==> src/sv/bhm_index.sv <==
`timescale 1ns / 1ps
// ----------------------------------------------------------------------------
// bhm_index: bucket index unit
// Reduces a 32-bit key modulo BUCKETS. A power-of-two size registers the low bits;
// any other size runs a remainder loop, four key bits a cycle.
// ----------------------------------------------------------------------------
module bhm_index #(
   parameter int BUCKETS = 1024
) (
   input  logic                       clock,
   input  logic                       reset,
   input  logic                       start,
   input  logic [31:0]                key,
   output logic                       done,
   output logic [$clog2(BUCKETS)-1:0] bucket
);

   localparam int  BW        = $clog2(BUCKETS);
   localparam bit  Pow2      = (BUCKETS & (BUCKETS - 1)) == 0;
   localparam int  BitsStep  = 4;
   localparam int  StepsLast = 32 / BitsStep - 1;

   generate
      if (Pow2) begin : g_mask
         logic [BW-1:0] bucket_ff;
         logic          done_ff;

         always_ff @(posedge clock) begin
            if (reset) begin
               done_ff <= 1'b0;
            end else begin
               done_ff <= start;
            end
            if (start) begin
               bucket_ff <= key[BW-1:0];
            end
         end

         assign done   = done_ff;
         assign bucket = bucket_ff;
      end else begin : g_rem
         logic [BW-1:0] rem_ff;
         logic [BW-1:0] rem_in;
         logic [31:0]   key_ff;
         logic [$clog2(StepsLast+1)-1:0] cnt_ff;
         logic          busy_ff;
         logic          done_ff;
         logic          last_step;

         assign last_step = busy_ff && (cnt_ff == ($clog2(StepsLast+1))'(StepsLast));

         // shift in one key bit and reduce, four times
         always_comb begin
            logic [BW:0] t;
            rem_in = rem_ff;
            for (int i = 0; i < BitsStep; i++) begin
               t = {rem_in, key_ff[31-i]};
               if (t >= (BW+1)'(BUCKETS)) begin
                  t = t - (BW+1)'(BUCKETS);
               end
               rem_in = t[BW-1:0];
            end
         end

         always_ff @(posedge clock) begin
            if (reset) begin
               busy_ff <= 1'b0;
               done_ff <= 1'b0;
            end else begin
               done_ff <= !start && last_step;
               if (start) begin
                  busy_ff <= 1'b1;
               end else if (last_step) begin
                  busy_ff <= 1'b0;
               end
            end
            if (start) begin
               key_ff <= key;
               rem_ff <= '0;
               cnt_ff <= '0;
            end else if (busy_ff) begin
               key_ff <= key_ff << BitsStep;
               rem_ff <= rem_in;
               cnt_ff <= cnt_ff + 1'b1;
            end
         end

         assign done   = done_ff;
         assign bucket = rem_ff;
      end
   endgenerate

endmodule

==> config.mk <==
export PLATFORM = sky130hd
export DESIGN_NAME = bhm_index
export DESIGN_NICKNAME = d
export VERILOG_FILES = /design/src/sv/bhm_index.sv
export SDC_FILE = /design/constraint.sdc
export NUM_CORES = 1
export LEC_CHECK = 0
export BUFFER_PORTS_ARGS = -buffer_cell sky130_fd_sc_hd__buf_2
export CAP_MARGIN = 20
export CORE_AREA = 2 2 39 41
export DETAILED_ROUTE_END_ITERATION = 10
export DIE_AREA = 0 0 41 43
export HOLD_SLACK_MARGIN = 0.02
export PLACE_DENSITY = 0.7
export SYNTH_ARGS = -nofsm -noshare
export SYNTH_HDL_FRONTEND = slang
export SYNTH_SLANG_ARGS = --single-unit
==> constraint.sdc <==
create_clock -name clock -period 1.5 [get_ports clock]
set_clock_uncertainty 0.2 [all_clocks]
set_input_delay 0.225 -clock clock [delete_from_list [all_inputs] [get_ports clock]]
set_output_delay 0.225 -clock clock [all_outputs]
set_load 0.005 [all_outputs]
==> flow_metrics.env, run 1 <==
export IMPL_min_period_over_period_pct=78.3
export IMPL_synth_nets=47
export IMPL_drive_gt1_share_pct=54.0
export IMPL_num_fill_cells=139
export IMPL_synth_simple_gate_area_share_pct=4.12
export IMPL_grt_pass1_vias=263
export IMPL_crit_chain="buf_2"
export IMPL_numCtsBuffers=3
export IMPL_ant_nets=0
export IMPL_max_cap_violations=0
export IMPL_wl_um=635
export IMPL_layout_setup_ws_ps=326
export IMPL_antenna_found_initial=0
export IMPL_tightest_slew_ps=228
export IMPL_p_leak_nw=0.266
export IMPL_ys_ff_latch=11
export IMPL_die_h_um=43
export IMPL_grt_max_degree=12
export IMPL_ir_drop_v=0.000421
export IMPL_gr_usage_all_layers_pct=8.40
export IMPL_dr_first_iter_drc_count=5
export IMPL_fmax_ghz=0.852
export IMPL_drc=0
export IMPL_synth_seq_area_share_pct=95.9
export IMPL_die_area_um2=1760
export IMPL_seq_area_um2=320
export IMPL_multiInputGateArea_um2=13.8
export IMPL_synthAdderAreaFrac_pct=0
export IMPL_critPathTopFamily="flip-flops"
export IMPL_diodes=0
export IMPL_fp_dieW_um=41
export IMPL_ioPinCount=46
export IMPL_worst_path_buf_inv=1
export IMPL_io_buffers=23
export IMPL_hold_end="done"
export IMPL_crit_type="reg2out"
export IMPL_slew_headroom_pct=84.8
export IMPL_synth_top_family_by_area="simple AND/OR/NAND/NOR gates"
export IMPL_grt_pass1_wl_um=959
export IMPL_status="complete, no violations"
export IMPL_clockBufferDepth=2
export IMPL_core_um2=1380
export IMPL_max_stage_delay_ps=360
export IMPL_postSynthCellCount=12
export IMPL_via_count=244
export IMPL_dp_cells=51
export IMPL_cp_depth=1
export IMPL_cts_sinks=11
export IMPL_cp_arrival_ps=750
export IMPL_synth_area_um2=334
export IMPL_total_power_uw=625
export IMPL_cts_tree="yes"
export IMPL_pre_cts_slack_ps=512
export IMPL_cp_end_kind="output port"
export IMPL_synth_area_per_cell_um2=27.8
export IMPL_hp_start="start"
export IMPL_fin_util_pct=43.8
export IMPL_fin_cells=66
export IMPL_cts_max_level=1
export IMPL_startpoint_type="register"
export IMPL_nets=86
export IMPL_fin_crit_ps=1170
export IMPL_min_path_cells=2
export IMPL_wl_per_cell_um=9.62
export IMPL_slowest_stage="edfxtp_1"
export IMPL_min_path_type="in2reg"
export IMPL_finalHoldViolCount=0
export IMPL_synthToLayoutAreaGrowth_pct=81.3
export IMPL_dr_pass1_iters=4
export IMPL_cp_required_ps=1070
export IMPL_grt_overflow=0
export IMPL_critPathMaxFanout=1
export IMPL_mostFrequentLayoutCells="23 x buf_2, 11 x dlygate4sd3_1, 10 x edfxtp_1"
export IMPL_rsz0062_at_grt="no"
export IMPL_drv_slew=0
export IMPL_layout_commonest_cell="buf_2"
export IMPL_ctsRootBufferMaster="clkbuf_4"
export IMPL_synth_xor_area_share_pct=0
export IMPL_place_congestion=0.574
export IMPL_yosysWarnings=0
export IMPL_avgViaCountPerCell=3.70
export IMPL_row_count=14
export IMPL_synth_compound_area_share_pct=0
export IMPL_synthDistinctLibCells=3
export IMPL_setup_viol=0
export IMPL_clkTransAtPathRegs_ps=70
export IMPL_powerDensity_nw_per_um2=1030
export IMPL_synthMuxAreaShare_pct=0
export IMPL_finalSetupTns_ps=0
export IMPL_start_util_pct=24.1
## layer usage
layer  routed length [um]  global-route usage, %
met1                  231                   9.62
met2                  274                   11.6
met3                  129                   4.19
met4                    0                   6.00
met5                    0                      0
## registers in the layout, summed over array words and instances (netlist names)
| signal | count |
|---|---|
| done | 1 |
| bucket | 10 |
## per-stage QoR
stage          hold slack (ps)  cell area, um2
2_1_floorplan             89.3             334
3_3_place_gp               202             469
3_5_place_dp               203             469
4_1_cts                    129             606
5_1_grt                    143             606
6_report                   130             606
## cell type report
cell class / count / share of cell area [%]
repair buffers: 34 / 37.2
clock buffers: 4 / 4.34
flip-flops and latches: 11 / 52.9
multi-input cells: 1 / 2.27
well taps: 16 / 3.31
## kinds of logic after synthesis
family	after synthesis
simple gates	1
flops	11
## power breakdown
part | switching (mW) | total [mW] | internal, mW
Combinational | 0.0236 | 0.0692 | 0.0457
Clock | 0.0891 | 0.192 | 0.103
Sequential | 0.00425 | 0.364 | 0.360
## Yosys cell counts
master    count  area, um2
edfxtp_1     10        300
dfxtp_1       1       20.0
nor2b_4       1       13.8
## timing repair
| action | 4_1_cts | 5_1_grt |
|---|---|---|
| gates resized for setup | 0 | 0 |
| hold buffers | 11 | 0 |
| hold endpoints to repair | 11 | 0 |
| setup buffers | 0 | 0 |
## how the worst max path moves through the flow
stage	start	to	slack [ps]
floorplan	bucket[0]	bucket[0]	720
global placement	start	bucket[2]	530
detailed placement	start	bucket[0]	510
CTS	bucket[6]	bucket[6]	310
global route	bucket[8]	bucket[8]	270
finish	bucket[4]	bucket[4]	330
Note: power is estimated with default switching activity, not from simulation.
==> run 2: changes to the inputs <==
- ABC_AREA: not set -> 1
- clock period: 1.5 -> 1.1 ns (I/O delays scaled with it)
==> run 2 against run 1 <==
Against the previous run:
- the run now ends with setup timing left
- core utilization shrank 0.27 points
- routed wire length grew 12%
- die area is the same
- cell area shrank 0.62%
- first-iteration DRC count shrank 40%
- global-route usage grew 0.21 points
- final cell count grew 1.5%
- sequential share of layout area grew 0.33 points
- critical path type unchanged
==> flow_metrics.env, run 2 <==
export IMPL_nets=87
export IMPL_startpoint_type="register"
export IMPL_synthDistinctLibCells=4
export IMPL_antenna_found_initial=0
export IMPL_ioPinCount=46
export IMPL_multiInputGateArea_um2=6.26
export IMPL_num_fill_cells=132
export IMPL_ant_nets=0
export IMPL_synth_compound_area_share_pct=0
export IMPL_grt_max_degree=12
export IMPL_cts_max_level=1
export IMPL_core_um2=1380
export IMPL_postSynthCellCount=13
export IMPL_synth_nets=48
export IMPL_max_cap_violations=0
export IMPL_min_period_over_period_pct=105
export IMPL_cts_sinks=11
export IMPL_status="finished with violations"
export IMPL_pre_cts_slack_ps=171
export IMPL_tightest_slew_ps=240
export IMPL_clkTransAtPathRegs_ps=60
export IMPL_synth_flop_cell="edfxtp_1"
export IMPL_synth_xor_area_share_pct=0
export IMPL_layout_setup_ws_ps=-57.9
export IMPL_cp_arrival_ps=790
export IMPL_p_leak_nw=0.266
export IMPL_synth_top_family_by_area="simple AND/OR/NAND/NOR gates"
export IMPL_crit_chain="buf_2"
export IMPL_fin_util_pct=43.5
export IMPL_synthAdderAreaFrac_pct=0
export IMPL_via_count=255
export IMPL_fp_dieW_um=41
export IMPL_seq_area_um2=320
export IMPL_worst_path_buf_inv=1
export IMPL_slew_headroom_pct=84.0
export IMPL_yosysWarnings=0
export IMPL_start_util_pct=23.9
export IMPL_drive_gt1_share_pct=52.9
export IMPL_drv_slew=0
export IMPL_fin_crit_ps=1160
export IMPL_crit_type="reg2out"
export IMPL_setup_viol=9
export IMPL_place_congestion=0.678
export IMPL_avgViaCountPerCell=3.81
export IMPL_diodes=0
export IMPL_cp_endpoint="bucket[0]"
export IMPL_ir_drop_v=0.000561
export IMPL_cp_depth=1
export IMPL_fmax_ghz=0.864
export IMPL_critPathTopFamily="flip-flops"
export IMPL_largest_reg_flops=10
export IMPL_synth_area_leaders="edfxtp_1 91%, dfxtp_1 6.1%, nor2_2 1.9%"
export IMPL_max_stage_delay_ps=390
export IMPL_violations="setup timing"
export IMPL_min_path_type="in2reg"
export IMPL_grt_overflow=0
export IMPL_cp_end_kind="output port"
export IMPL_synthMuxAreaShare_pct=0
export IMPL_synth_seq_area_share_pct=97.0
export IMPL_io_buffers=23
export IMPL_finalHoldViolCount=0
export IMPL_row_count=14
export IMPL_cp_startpoint="bucket[0]"
export IMPL_synth_top_area_share_pct=90.9
export IMPL_ys_ff_latch=11
export IMPL_yosysMostFrequentCell="edfxtp_1"
export IMPL_async_reset_ff_share_pct=0
export IMPL_powerDensity_nw_per_um2=1410
export IMPL_mostFrequentLayoutCells="23 x buf_2, 11 x dlygate4sd3_1, 10 x edfxtp_1"
export IMPL_synth_area_per_cell_um2=25.4
export IMPL_clockBufferDepth=2
export IMPL_numCtsBuffers=3
export IMPL_die_h_um=43
export IMPL_synth_area_leader_cell="edfxtp_1"
export IMPL_rsz0062_at_grt="yes"
export IMPL_wl_per_cell_um=10.6
export IMPL_layout_commonest_cell="buf_2"
export IMPL_cp_required_ps=730
export IMPL_synthToLayoutAreaGrowth_pct=82.2
export IMPL_wl_um=712
export IMPL_gr_usage_all_layers_pct=8.62
export IMPL_post_cts_buffers=0
export IMPL_dr_first_iter_drc_count=3
export IMPL_synth_area_um2=330
export IMPL_cts_tree="yes"
export IMPL_critPathMaxFanout=1
export IMPL_die_area_um2=1760
export IMPL_drc=0
export IMPL_dr_pass1_iters=4
export IMPL_grt_pass1_wl_um=931
export IMPL_grt_pass1_vias=238
export IMPL_synth_simple_gate_area_share_pct=1.89
export IMPL_synth_edf_count=10
export IMPL_ctsRootBufferMaster="clkbuf_4"
export IMPL_slowest_stage="edfxtp_1"
export IMPL_synth_commonest_cells="10 x edfxtp_1, 1 x dfxtp_1, 1 x inv_1, 1 x nor2_2"
## run 2: cell types whose count changed in the layout (fill, tap and decap cells not counted)
cell     delta
nor2b_4     -1
nor2_2      +1
inv_1       +1
## run 2: per-layer routing
| metal | GRT usage (%) | up-vias | share of wire (%) |
|---|---|---|---|
| met5 | 0 | - | 0 |
| li1 | - | 124 | - |
| met2 | 11.3 | 26 | 40 |
| met1 | 10.3 | 105 | 43 |
| met4 | 8.00 | 0 | 0 |
| met3 | 3.14 | 0 | 17 |
## run 2: how the worst min path moves through the flow
stage	start	endpoint	cells past startpoint
CTS	start	done	3
floorplan	reset	done	1
global route	start	done	3
global placement	reset	done	2
detailed placement	reset	done	2
finish	start	done	3
## run 2: through the flow
stage	hold WS (ps)	std cells	total power [mW]	TNS (ps)	instance area [um2]
2_1_floorplan	31.9	13	0.515	0	330
3_3_place_gp	130	52	0.570	0	465
3_5_place_dp	133	52	0.574	0	465
4_1_cts	45.3	67	0.865	-329	602
5_1_grt	68.0	67	0.893	-588	602
6_report	53.6	67	0.850	-180	602
## run 2: power by group
part	switching, mW	total [mW]	internal, mW
logic	0.0329	0.0932	0.0604
registers	0.00842	0.499	0.491
clock network	0.118	0.258	0.140
## run 2: cells by family after synthesis
kind of cell / Yosys count
buffers and inverters: 1
flip-flops: 11
AND/OR/NAND/NOR: 1
## run 2: layout make-up
type / count / area share, %
Multi-Input combinational cell: 1 / 1.04
Tap cell: 16 / 3.33
Inverter: 1 / 0.624
Clock buffer: 4 / 4.37
Timing Repair Buffer: 34 / 37.4
Sequential cell: 11 / 53.2
## run 2: timing repair
item	in CTS	in global routing
gates cloned	0	0
resized for setup	0	0
endpoints found under the setup margin	10	10
hold endpoints to repair	11	0
hold buffers	11	0
==> run 3: changes to the inputs <==
- RECOVER_POWER: not set -> 25
- SKIP_LAST_GASP: not set -> 1
==> run 3 against run 2 <==
Against the previous run:
- the flow still finishes with violations (setup timing)
- hold slack gained 120 ps
- via count is the same
- power barely moved
- combinational power shrank 0.5%
- global-route usage unchanged
- count of clock-buffer cells in the layout stayed put
- final cell count did not move
- critical endpoint unchanged
==> flow_metrics.env, run 3 (synthesis gave the netlist of run 2 again) <==
export IMPL_status="finished with violations"
export IMPL_violations="setup timing"
export IMPL_powerDensity_nw_per_um2=1410
export IMPL_io_buffers=23
export IMPL_min_period_over_period_pct=105
export IMPL_p_leak_nw=0.263
export IMPL_worst_path_buf_inv=1
export IMPL_diodes=0
export IMPL_pre_cts_slack_ps=171
export IMPL_numCtsBuffers=3
export IMPL_die_area_um2=1760
export IMPL_mostFrequentLayoutCells="22 x buf_2, 11 x dlygate4sd3_1, 10 x edfxtp_1"
export IMPL_rsz0062_at_grt="yes"
export IMPL_min_path_cells=3
export IMPL_grt_pass1_wl_um=931
export IMPL_fin_crit_ps=1160
export IMPL_synthToLayoutAreaGrowth_pct=81.8
export IMPL_cp_end_kind="output port"
export IMPL_ioPinCount=46
export IMPL_wl_um=710
export IMPL_grt_overflow=0
export IMPL_cts_tree="yes"
export IMPL_antenna_found_initial=0
export IMPL_min_path_type="in2reg"
export IMPL_placed_area_um2=465
export IMPL_critPathTopFamily="flip-flops"
export IMPL_clkTransAtPathRegs_ps=60
export IMPL_cp_required_ps=730
export IMPL_core_um2=1380
export IMPL_dr_first_iter_drc_count=3
export IMPL_via_count=255
export IMPL_layout_setup_ws_ps=-57.8
export IMPL_hold_end="done"
export IMPL_fin_util_pct=43.4
export IMPL_layout_commonest_cell="buf_2"
export IMPL_critPathMaxFanout=1
export IMPL_drv_slew=0
export IMPL_fp_dieW_um=41
export IMPL_dr_pass1_iters=4
export IMPL_clockBufferDepth=2
export IMPL_avgViaCountPerCell=3.81
export IMPL_grt_max_degree=12
export IMPL_final_cell_area_um2=601
export IMPL_cts_sinks=11
export IMPL_hp_start="start"
export IMPL_ctsRootBufferMaster="clkbuf_4"
export IMPL_die_h_um=43
export IMPL_start_util_pct=23.9
export IMPL_grt_pass1_vias=238
export IMPL_drc=0
export IMPL_tightest_slew_ps=567
export IMPL_max_stage_delay_ps=390
export IMPL_slowest_stage="edfxtp_1"
export IMPL_largest_reg_flops=10
export IMPL_max_cap_violations=0
export IMPL_crit_type="reg2out"
export IMPL_crit_chain="buf_2"
export IMPL_total_power_uw=850
export IMPL_setup_viol=9
export IMPL_place_congestion=0.678
export IMPL_finalHoldViolCount=0
export IMPL_row_count=14
export IMPL_fmax_ghz=0.864
export IMPL_wl_per_cell_um=10.6
export IMPL_gr_usage_all_layers_pct=8.62
export IMPL_ant_nets=0
export IMPL_drive_gt1_share_pct=51.0
export IMPL_slew_headroom_pct=62.2
export IMPL_holdWs_ps=177
export IMPL_nets=87
export IMPL_cts_max_level=1
export IMPL_startpoint_type="register"
export IMPL_cp_arrival_ps=790
export IMPL_post_cts_buffers=0
export IMPL_ir_drop_v=0.000559
## run 3: changes by cell type in the layout (fill, tap and decap cells not counted)
cell | previous run | this run
buf_2 | 23 | 22
clkbuf_1 | 1 | 2
## run 3: worst max path at each step
stage          startpoint  cells past startpoint  slack (ps)         to
3_3_place_gp        start                      1         190  bucket[1]
5_1_grt         bucket[0]                      1         -80  bucket[0]
2_1_floorplan   bucket[0]                      0         380  bucket[0]
4_1_cts         bucket[0]                      1         -80  bucket[0]
3_5_place_dp        start                      1         170  bucket[5]
6_report        bucket[0]                      1         -60  bucket[0]
## run 3: what timing repair did
item	4_1_cts	5_1_grt
pin swaps	0	0
endpoints found under the setup margin	10	10
gates resized for setup	0	0
hold buffers	11	0
endpoints found under the hold margin	11	0
## run 3: final cells by class
cell class              count  area (um2)
clock buffers               4        26.3
fillers                   133         783
inverters                   1        3.75
multi-input cells           1        6.26
flip-flops and latches     11         320
well taps                  16        20.0
repair buffers             34         224
## run 3: worst min-delay path: stages
cell and delay (ps):
clkbuf_1 250, inv_1 140, nor2_2 30
## run 3: power by group
part	switching, mW	total, mW	internal [mW]
logic	0.0328	0.0927	0.0598
registers	0.00842	0.499	0.491
clock network	0.118	0.258	0.140
## run 3: per-stage QoR
stage,cells,TNS (ps)
finish,67,-180
global placement,52,0
global route,67,-588
detailed placement,52,0
CTS,67,-329
floorplan,13,0
## run 3: metal layers
metal	part of all wire [%]	vias to the layer above	GRT usage, %	wire length (um)
met5	0	-	0	0
met4	0	0	8.00	0
met3	17	0	3.14	121
met2	41	26	11.3	289
met1	42	105	10.3	300
li1	-	124	-	-
